**src/rtl/sfp_pkg.sv**
```systemverilog
// Shared types and constants for the start-of-frame / length frame parser.
// Used by sfp_ctrl, sfp_datapath and the top level; no dependencies.
package sfp_pkg;

  localparam int BufferDepth = 64;
  localparam int AddrW       = $clog2(BufferDepth);
  localparam int FillW       = $clog2(BufferDepth + 1);
  localparam int CountW      = 6;

  localparam logic [7:0] StartByteReset      = 8'd226;
  localparam logic [7:0] LengthOverheadReset = 8'd4;
  localparam logic [5:0] MaxPayloadReset     = 6'd53;

  localparam logic [1:0] CfgStartByte      = 2'd0;
  localparam logic [1:0] CfgLengthOverhead = 2'd1;
  localparam logic [1:0] CfgMaxPayload     = 2'd2;

  typedef enum logic [3:0] {
    S_HUNT,
    S_VER,
    S_CTL,
    S_LEN,
    S_SN,
    S_CMD,
    S_STA,
    S_PAY,
    S_CRC,
    S_EOF,
    S_DRAIN
  } state_t;

  typedef struct packed {
    logic store;
    logic restart;
    logic clear;
    logic cnt_clr;
    logic cnt_inc;
    logic ctl_load;
    logic len_load;
    logic drain;
  } cmd_t;

  typedef struct packed {
    logic is_start;
    logic cnt_one;
    logic cnt_hit_len;
    logic len_short;
    logic len_long;
    logic pay_zero;
    logic full;
    logic drain_done;
  } status_t;

endpackage

```
**src/rtl/sfp_datapath.sv**
```systemverilog
// Datapath of the frame parser: configuration registers, counters, frame store
// and the output register. Driven by commands from sfp_ctrl; uses sfp_pkg.
module sfp_datapath (
  input  logic                   clk,
  input  logic                   rst,
  input  logic                   cfg_we,
  input  logic [1:0]             cfg_index,
  input  logic [7:0]             cfg_data,
  input  logic [7:0]             rx_byte,
  input  sfp_pkg::cmd_t          cmd,
  output sfp_pkg::status_t       status,
  output logic                   frame_valid,
  input  logic                   frame_ready,
  output logic [7:0]             frame_byte,
  output logic                   last_byte,
  output logic [3:0]             frame_seq,
  output logic [1:0]             frame_type,
  output logic [1:0]             frame_reserved
);

  logic [7:0] start_byte;
  logic [7:0] length_overhead;
  logic [5:0] max_payload;

  logic [sfp_pkg::CountW-1:0] phase_count;
  logic [sfp_pkg::CountW-1:0] phase_count_inc;
  logic [5:0]                 payload_length;
  logic [7:0]                 len_diff;
  logic [sfp_pkg::FillW-1:0]  fill_level;
  logic [sfp_pkg::FillW-1:0]  rd_ptr;
  logic [sfp_pkg::AddrW-1:0]  wr_addr;
  logic [3:0]                 seq_field;
  logic [1:0]                 type_field;
  logic [1:0]                 reserved_field;
  logic                       load;

  logic [7:0] frame_store [sfp_pkg::BufferDepth];

  assign phase_count_inc = phase_count + sfp_pkg::CountW'(1);
  assign len_diff        = rx_byte - length_overhead;
  assign wr_addr         = cmd.restart ? '0 : fill_level[sfp_pkg::AddrW-1:0];
  assign load            = cmd.drain && (rd_ptr != fill_level) &&
                           (!frame_valid || frame_ready);

  always_comb begin
    status.is_start    = (rx_byte == start_byte);
    status.cnt_one     = (phase_count == sfp_pkg::CountW'(1));
    status.cnt_hit_len = (phase_count_inc == payload_length);
    status.len_short   = (rx_byte < length_overhead);
    status.len_long    = (len_diff > {2'b00, max_payload});
    status.pay_zero    = (payload_length == 6'd0);
    status.full        = (fill_level == sfp_pkg::FillW'(sfp_pkg::BufferDepth));
    status.drain_done  = (rd_ptr == fill_level);
  end

  always_ff @(posedge clk) begin
    if (rst) begin
      start_byte      <= sfp_pkg::StartByteReset;
      length_overhead <= sfp_pkg::LengthOverheadReset;
      max_payload     <= sfp_pkg::MaxPayloadReset;
    end else if (cfg_we) begin
      case (cfg_index)
        sfp_pkg::CfgStartByte:      start_byte      <= cfg_data;
        sfp_pkg::CfgLengthOverhead: length_overhead <= cfg_data;
        sfp_pkg::CfgMaxPayload:     max_payload     <= cfg_data[5:0];
        default: ;
      endcase
    end
  end

  always_ff @(posedge clk) begin
    if (rst) begin
      phase_count    <= '0;
      payload_length <= '0;
      fill_level     <= '0;
      rd_ptr         <= '0;
      seq_field      <= '0;
      type_field     <= '0;
      reserved_field <= '0;
      frame_valid    <= 1'b0;
    end else begin
      if (cmd.ctl_load) begin
        seq_field      <= rx_byte[7:4];
        type_field     <= rx_byte[3:2];
        reserved_field <= rx_byte[1:0];
      end
      if (cmd.clear) begin
        phase_count    <= '0;
        payload_length <= '0;
        fill_level     <= '0;
        rd_ptr         <= '0;
      end else begin
        if (cmd.cnt_clr) begin
          phase_count <= '0;
        end else if (cmd.cnt_inc) begin
          phase_count <= phase_count_inc;
        end
        if (cmd.len_load) begin
          payload_length <= len_diff[5:0];
        end
        if (cmd.store) begin
          fill_level <= cmd.restart ? sfp_pkg::FillW'(1)
                                    : fill_level + sfp_pkg::FillW'(1);
        end
        if (load) begin
          rd_ptr <= rd_ptr + sfp_pkg::FillW'(1);
        end
      end
      if (load) begin
        frame_valid <= 1'b1;
      end else if (frame_ready) begin
        frame_valid <= 1'b0;
      end
    end
  end

  always_ff @(posedge clk) begin
    if (cmd.store) begin
      frame_store[wr_addr] <= rx_byte;
    end
    if (load) begin
      frame_byte     <= frame_store[rd_ptr[sfp_pkg::AddrW-1:0]];
      last_byte      <= (rd_ptr + sfp_pkg::FillW'(1) == fill_level);
      frame_seq      <= seq_field;
      frame_type     <= type_field;
      frame_reserved <= reserved_field;
    end
  end

`ifndef ASSERT_OFF
  a_fill_bound: assert property (@(posedge clk) disable iff (rst)
    fill_level <= sfp_pkg::FillW'(sfp_pkg::BufferDepth))
    else $error("fill level beyond store depth");
  a_rd_bound: assert property (@(posedge clk) disable iff (rst)
    rd_ptr <= fill_level)
    else $error("read pointer passed fill level");
  a_store_fill: assert property (@(posedge clk) disable iff (rst)
    cmd.store |=> fill_level != '0)
    else $error("store left fill level at zero");
  a_no_store_drain: assert property (@(posedge clk) disable iff (rst)
    cmd.drain |-> !cmd.store)
    else $error("store during drain");
`endif

endmodule

```
**src/rtl/sfp_ctrl.sv**
```systemverilog
// Controller of the frame parser: tracks the frame phase and issues
// datapath commands from datapath status. Uses sfp_pkg.
module sfp_ctrl (
  input  logic              clk,
  input  logic              rst,
  input  logic              rx_valid,
  output logic              rx_ready,
  input  sfp_pkg::status_t  status,
  output sfp_pkg::cmd_t     cmd
);

  sfp_pkg::state_t state;
  sfp_pkg::state_t state_next;
  sfp_pkg::state_t phase_next;
  logic            accept;
  logic            len_abort;
  logic            ver_restart;
  logic            full_abort;

  assign rx_ready    = (state != sfp_pkg::S_DRAIN);
  assign accept      = rx_valid && rx_ready;
  assign len_abort   = (state == sfp_pkg::S_LEN) && (status.len_short || status.len_long);
  assign ver_restart = (state == sfp_pkg::S_VER) && status.is_start;
  assign full_abort  = status.full && (state != sfp_pkg::S_HUNT) && !ver_restart && !len_abort;

  always_comb begin
    phase_next = state;
    case (state)
      sfp_pkg::S_HUNT: if (status.is_start) phase_next = sfp_pkg::S_VER;
      sfp_pkg::S_VER: begin
        if (!status.is_start && status.cnt_one) phase_next = sfp_pkg::S_CTL;
      end
      sfp_pkg::S_CTL: phase_next = sfp_pkg::S_LEN;
      sfp_pkg::S_LEN: phase_next = len_abort ? sfp_pkg::S_HUNT : sfp_pkg::S_SN;
      sfp_pkg::S_SN:  if (status.cnt_one) phase_next = sfp_pkg::S_CMD;
      sfp_pkg::S_CMD: phase_next = sfp_pkg::S_STA;
      sfp_pkg::S_STA: phase_next = status.pay_zero ? sfp_pkg::S_CRC : sfp_pkg::S_PAY;
      sfp_pkg::S_PAY: if (status.cnt_hit_len) phase_next = sfp_pkg::S_CRC;
      sfp_pkg::S_CRC: if (status.cnt_one) phase_next = sfp_pkg::S_EOF;
      sfp_pkg::S_EOF: phase_next = sfp_pkg::S_DRAIN;
      default:        phase_next = sfp_pkg::S_HUNT;
    endcase
  end

  always_comb begin
    state_next = state;
    if (state == sfp_pkg::S_DRAIN) begin
      if (status.drain_done) state_next = sfp_pkg::S_HUNT;
    end else if (accept) begin
      state_next = full_abort ? sfp_pkg::S_HUNT : phase_next;
    end
  end

  always_comb begin
    cmd = '0;
    if (state == sfp_pkg::S_DRAIN) begin
      cmd.drain = !status.drain_done;
      cmd.clear = status.drain_done;
    end else if (accept) begin
      cmd.ctl_load = (state == sfp_pkg::S_CTL);
      cmd.restart  = ver_restart;
      cmd.clear    = len_abort || full_abort;
      cmd.store    = !len_abort && !full_abort &&
                     ((state != sfp_pkg::S_HUNT) || status.is_start);
      cmd.len_load = (state == sfp_pkg::S_LEN) && !len_abort;
      case (state)
        sfp_pkg::S_HUNT: cmd.cnt_clr = status.is_start;
        sfp_pkg::S_VER: begin
          cmd.cnt_clr = status.is_start || status.cnt_one;
          cmd.cnt_inc = !status.is_start;
        end
        sfp_pkg::S_LEN: cmd.cnt_clr = 1'b1;
        sfp_pkg::S_SN:  cmd.cnt_inc = 1'b1;
        sfp_pkg::S_STA: cmd.cnt_clr = 1'b1;
        sfp_pkg::S_PAY: begin
          cmd.cnt_clr = status.cnt_hit_len;
          cmd.cnt_inc = 1'b1;
        end
        sfp_pkg::S_CRC: cmd.cnt_inc = 1'b1;
        default: ;
      endcase
    end
  end

  always_ff @(posedge clk) begin
    if (rst) begin
      state <= sfp_pkg::S_HUNT;
    end else begin
      state <= state_next;
    end
  end

`ifndef ASSERT_OFF
  a_drain_from_eof: assert property (@(posedge clk) disable iff (rst)
    $rose(state == sfp_pkg::S_DRAIN) |-> $past(state) == sfp_pkg::S_EOF)
    else $error("drain entered from a phase other than end byte");
  a_clear_no_store: assert property (@(posedge clk) disable iff (rst)
    cmd.clear |-> !cmd.store)
    else $error("clear and store issued together");
  a_restart_store: assert property (@(posedge clk) disable iff (rst)
    cmd.restart |-> cmd.store && cmd.cnt_clr)
    else $error("restart without store and count clear");
`endif

endmodule

```
**src/rtl/sof_length_frame_parser.sv**
```systemverilog
// Start-of-frame / length-delimited frame parser, top level.
// Receive channel rx_valid/rx_ready/rx_byte takes one link byte per transaction.
// Bytes are dropped while hunting for the start byte; a frame (start, version,
// control, length, sequence, command, status, payload, CRC, end) is buffered
// in a 64-byte store and then sent on the frame channel frame_valid/frame_ready,
// one byte per transaction, last_byte marking the final byte, with frame_seq,
// frame_type and frame_reserved taken from the control byte. While parsing,
// rx_ready is high and a byte is taken every cycle that rx_valid is high. Once
// the end byte is taken, the drain state is entered and the output register
// loads the first byte from the store. rx_ready is low during the drain; the
// store read port sets the one-byte-per-cycle drain rate while frame_ready is
// high. A stalled receiver holds the output register and the drain; the final
// byte may still wait while new bytes arrive. Short length, payload over
// max_payload or store overflow drop the frame. Configuration (cfg_we,
// cfg_index, cfg_data) must be written by the user only while idle; the block
// does not enforce this. Reset (rst, synchronous) returns to hunting, empties
// the store and restores start_byte 226, length_overhead 4 and max_payload 53.
module sof_length_frame_parser (
  input  logic       clk,
  input  logic       rst,
  input  logic       cfg_we,
  input  logic [1:0] cfg_index,
  input  logic [7:0] cfg_data,
  input  logic       rx_valid,
  output logic       rx_ready,
  input  logic [7:0] rx_byte,
  output logic       frame_valid,
  input  logic       frame_ready,
  output logic [7:0] frame_byte,
  output logic       last_byte,
  output logic [3:0] frame_seq,
  output logic [1:0] frame_type,
  output logic [1:0] frame_reserved
);

  sfp_pkg::cmd_t    cmd;
  sfp_pkg::status_t status;

  sfp_ctrl u_ctrl (
    .clk      (clk),
    .rst      (rst),
    .rx_valid (rx_valid),
    .rx_ready (rx_ready),
    .status   (status),
    .cmd      (cmd)
  );

  sfp_datapath u_datapath (
    .clk            (clk),
    .rst            (rst),
    .cfg_we         (cfg_we),
    .cfg_index      (cfg_index),
    .cfg_data       (cfg_data),
    .rx_byte        (rx_byte),
    .cmd            (cmd),
    .status         (status),
    .frame_valid    (frame_valid),
    .frame_ready    (frame_ready),
    .frame_byte     (frame_byte),
    .last_byte      (last_byte),
    .frame_seq      (frame_seq),
    .frame_type     (frame_type),
    .frame_reserved (frame_reserved)
  );

endmodule
```
**config.mk**
```make
export PLATFORM = sky130hd
export DESIGN_NAME = sof_length_frame_parser
export DESIGN_NICKNAME = d
export VERILOG_FILES = /design/src/rtl/sfp_pkg.sv /design/src/rtl/sfp_datapath.sv /design/src/rtl/sfp_ctrl.sv /design/src/rtl/sof_length_frame_parser.sv
export SDC_FILE = /design/constraint.sdc
export NUM_CORES = 1
export LEC_CHECK = 0
export ABC_AREA = 0
export ABC_CLOCK_PERIOD_IN_PS = 5100
export BUFFER_PORTS_ARGS = -buffer_cell sky130_fd_sc_hd__buf_2
export CORE_ASPECT_RATIO = 2
export CORE_MARGIN = 10
export CORE_UTILIZATION = 63
export DETAILED_ROUTE_END_ITERATION = 10
export PLACE_DENSITY_LB_ADDON = 0.2
export SLEW_MARGIN = 20
export SYNTH_ARGS = -nofsm -noshare
export SYNTH_HDL_FRONTEND = slang
export SYNTH_HIERARCHICAL = 1
export SYNTH_SLANG_ARGS = --single-unit
export TNS_END_PERCENT = 100
```
**constraint.sdc**
```tcl
create_clock -name clk -period 5.1 [get_ports clk]
set_input_delay 0.51 -clock clk [delete_from_list [all_inputs] [get_ports clk]]
set_output_delay 0.51 -clock clk [all_outputs]
set_load 0.05 [all_outputs]
```
==> metrics.yaml <==
status: "finished clean"
peakVddDrop_uv: 314
fin_util: 0.710
syn_area_sq_um: 24200
row_count: 101
cts.path.max_buffers: 3
cap_violations: 0
slew_viol_final: 0
initial_core_util: 0.637
finalPower_mw: 9.25
clock_sinks: 590
placed_cell_area_sq_um: 25400
via_per_inst: 6.38
r2r_slack_ns: 0.48
hold_viol: 0
dp_hpwl_um: 38700
grt_setup_unrepaired: "false"
setup_tns_ns: 0
path_clk_slew_ns: 0.07
timing.fmax_mhz: 217
synth-compound-area-share: 0.0386
synth_top_family_by_area: "multiplexers"
start_kind: "flip-flop"
p_leak_nw: 8.81
drtPass1Iterations: 5
crit_chain: "inv_1 -> ha_1 -> and3_1 -> a21oi_1 -> nand3b_1 -> xor2_1 -> ha_1 -> and4_1 -> nand3_1 -> a211o_1 -> nor2_1 -> nor2_1 -> nand2_1 -> nand2_1 -> nor2_1 -> buf_4 -> nand3_1 -> nor2_1 -> buf_4"
worstPathArrival_ns: 4.91
port-buffer-count: 41
routed-via-count: 13200
routedWlPerCell_um: 28.0
cts_tree: "yes"
die-width_um: 159
fin_area_sq_um: 27000
synth-edff-count: 529
synth_adder_area_share: 0.0106
nets: 1552
cp_num_buf_inv: 3
die-height_um: 297
slowest_delay_ns: 0.43
antenna_left: 0
die_area_sq_um: 47200
cp_slowest_cell: "nor2_1"
synth-seq-area-share: 0.706
yosysWarnings: 6
antenna_found_initial: 0
fin_crit_ns: 4.62
powerDensity_nw_per_um2: 343
grt_max_degree: 67
syn_inst: 1396
num_antenna_cells: 0
crit_family: "simple AND/OR/NAND/NOR gates"
ctsResizeCount: 0
post_cts_buffers: 0
post-place-ws_ns: 0.261
min_path_type: "input port to flip-flop"
drive_gt1_frac: 0.233
ys_types: 68
core-area_sq_um: 38000
nFillCells: 2382
fin_ws_ns: 0.482
drt_wl_total_um: 57800
drt-initial-drc-count: 1385
overflow: 0
grt_first_pass_wirelength_um: 86700
synth_xor_xnor_area_share: 0.0181
synth_simple_gate_area_frac: 0.0616
worstSkewPairLatency_ns: 0.58
grt_pass1_vias: 13500
ys_ff_latch: 590
synthArstFlopShare: 0
ys.flop_type: "edfxtp_1"
worst_ep_required_time_ns: 5.39
pin_count: 42
avgSynthCellArea_sq_um: 17.4
muxShareOfSynthArea: 0.143
setup_violations: 0
cts-root-buf: "clkbuf_16"
path_max_fanout: 11
yosysMostFrequentCell: "edfxtp_1"
synth_area_leaders: "edfxtp_1 66%, mux4_2 12%, dfxtp_1 5.0%"
htreeDepth: 2
drcViolationCount: 0
cts_buffers: 47
worstSetupEndpointType: "flip-flop"
gp_congestion: 0.907
period_share: 0.905
worstSetupPathType: "flip-flop to flip-flop"
ctsHoldBuffers: 0
synth_nets: 1439
yosysTopAreaCellShare: 0.656
crit_top_cell: "nor2_1"
finClkSkew_ns: 0.0144
slew_headroom: 0.242
synth_common_cells: "529 x edfxtp_1, 145 x nor2_1, 130 x mux4_2"
tightest_slew_ns: 1.13
syn_to_final_growth_pct: 11.5
synth_largest_area_cell: "edfxtp_1"
grt_usage: 0.250
[stage by stage]
step / hold slack, ns / std cells
floorplan: 0.408 / 1396
finish: 0.154 / 2063
global placement: 0.416 / 1975
CTS: 0.140 / 2063
global route: 0.161 / 2063
detailed placement: 0.420 / 1975
[power breakdown]
part           switching [mW]  internal, mW  leakage (nW)  total [mW]
Clock                    1.68          2.11         0.774        3.79
Combinational           0.145        0.0544          2.76       0.199
Sequential            0.00464          5.26          5.27        5.26
Total                    1.83          7.42          8.81        9.25
[cell usage in the layout (no fill, tap or decap), drive strengths merged, types with 4 or more instances in the layout]
cell and instances:
mux2 6, and3 5, xor2 26, a22oi 22, o22ai 7, inv 27, or2 4, a21oi 32
nand4 12, buf 139, nor4 7, edfxtp 529, nor3b 4, dfxtp 61, a221oi 4, xnor2 24
o21ai 27, nand3 12, nor3 22, nand2b 20, clkbuf 55, nand2 47, clkinvlp 4, nor2 145
or3 4, and2 5, bufinv 7, mux4 130, nor2b 21, a31oi 6, clkinv 20, ha 19
mux2i 46, a211o 7, nand3b 4
[per-layer routing]
layer,global-route usage,vias to the layer above,routed length [um],share of wire
li1,-,5719,-,-
met1,0.285,6672,19000,0.33
met2,0.447,630,31900,0.55
met3,0.0313,144,3870,0.067
met4,0.124,0,3030,0.052
met5,0,-,0,0
[cell families after synthesis]
| group | Yosys count |
|---|---|
| AOI/OAI and AO/OA | 137 |
| DFF | 590 |
| and+or+nand+nor | 317 |
| buffers and inverters | 100 |
| muxes | 182 |
| xor gates and xnor gates | 50 |
| adders and majority gates | 20 |
[final timing paths]
check                           cells after the start                          start                             to
worst max-delay path                               19  u_datapath/length_overhead[4]  u_datapath/frame_store[62][2]
worst max register to register                     19  u_datapath/length_overhead[4]  u_datapath/frame_store[62][2]
worst min register to register                      0        u_datapath/seq_field[3]        u_datapath/frame_seq[3]
worst min-delay path                                2                    cfg_data[7]       u_datapath/start_byte[7]
[registers in the layout, indices dropped and copies added (netlist names), 6 cells and up]
register                    cells
u_datapath/frame_byte           8
u_datapath/start_byte           8
u_datapath/length_overhead      8
u_datapath/payload_length       6
u_datapath/max_payload          6
u_datapath/phase_count          6
u_datapath/frame_store        512
u_datapath/fill_level           7
u_datapath/rd_ptr               7
[area by class of cell]
| class | instances | area, sq um | share of cell area |
|---|---|---|---|
| Tap cell | 515 | 644 | 0.0239 |
| Clock buffer | 55 | 1240 | 0.0458 |
| Multi-Input combinational cell | 706 | 6590 | 0.244 |
| Clock inverter | 33 | 364 | 0.0135 |
| Inverter | 25 | 93.8 | 0.00347 |
| Timing Repair Buffer | 139 | 966 | 0.0358 |
| Sequential cell | 590 | 17100 | 0.634 |
(Power assumes the default switching activity.)
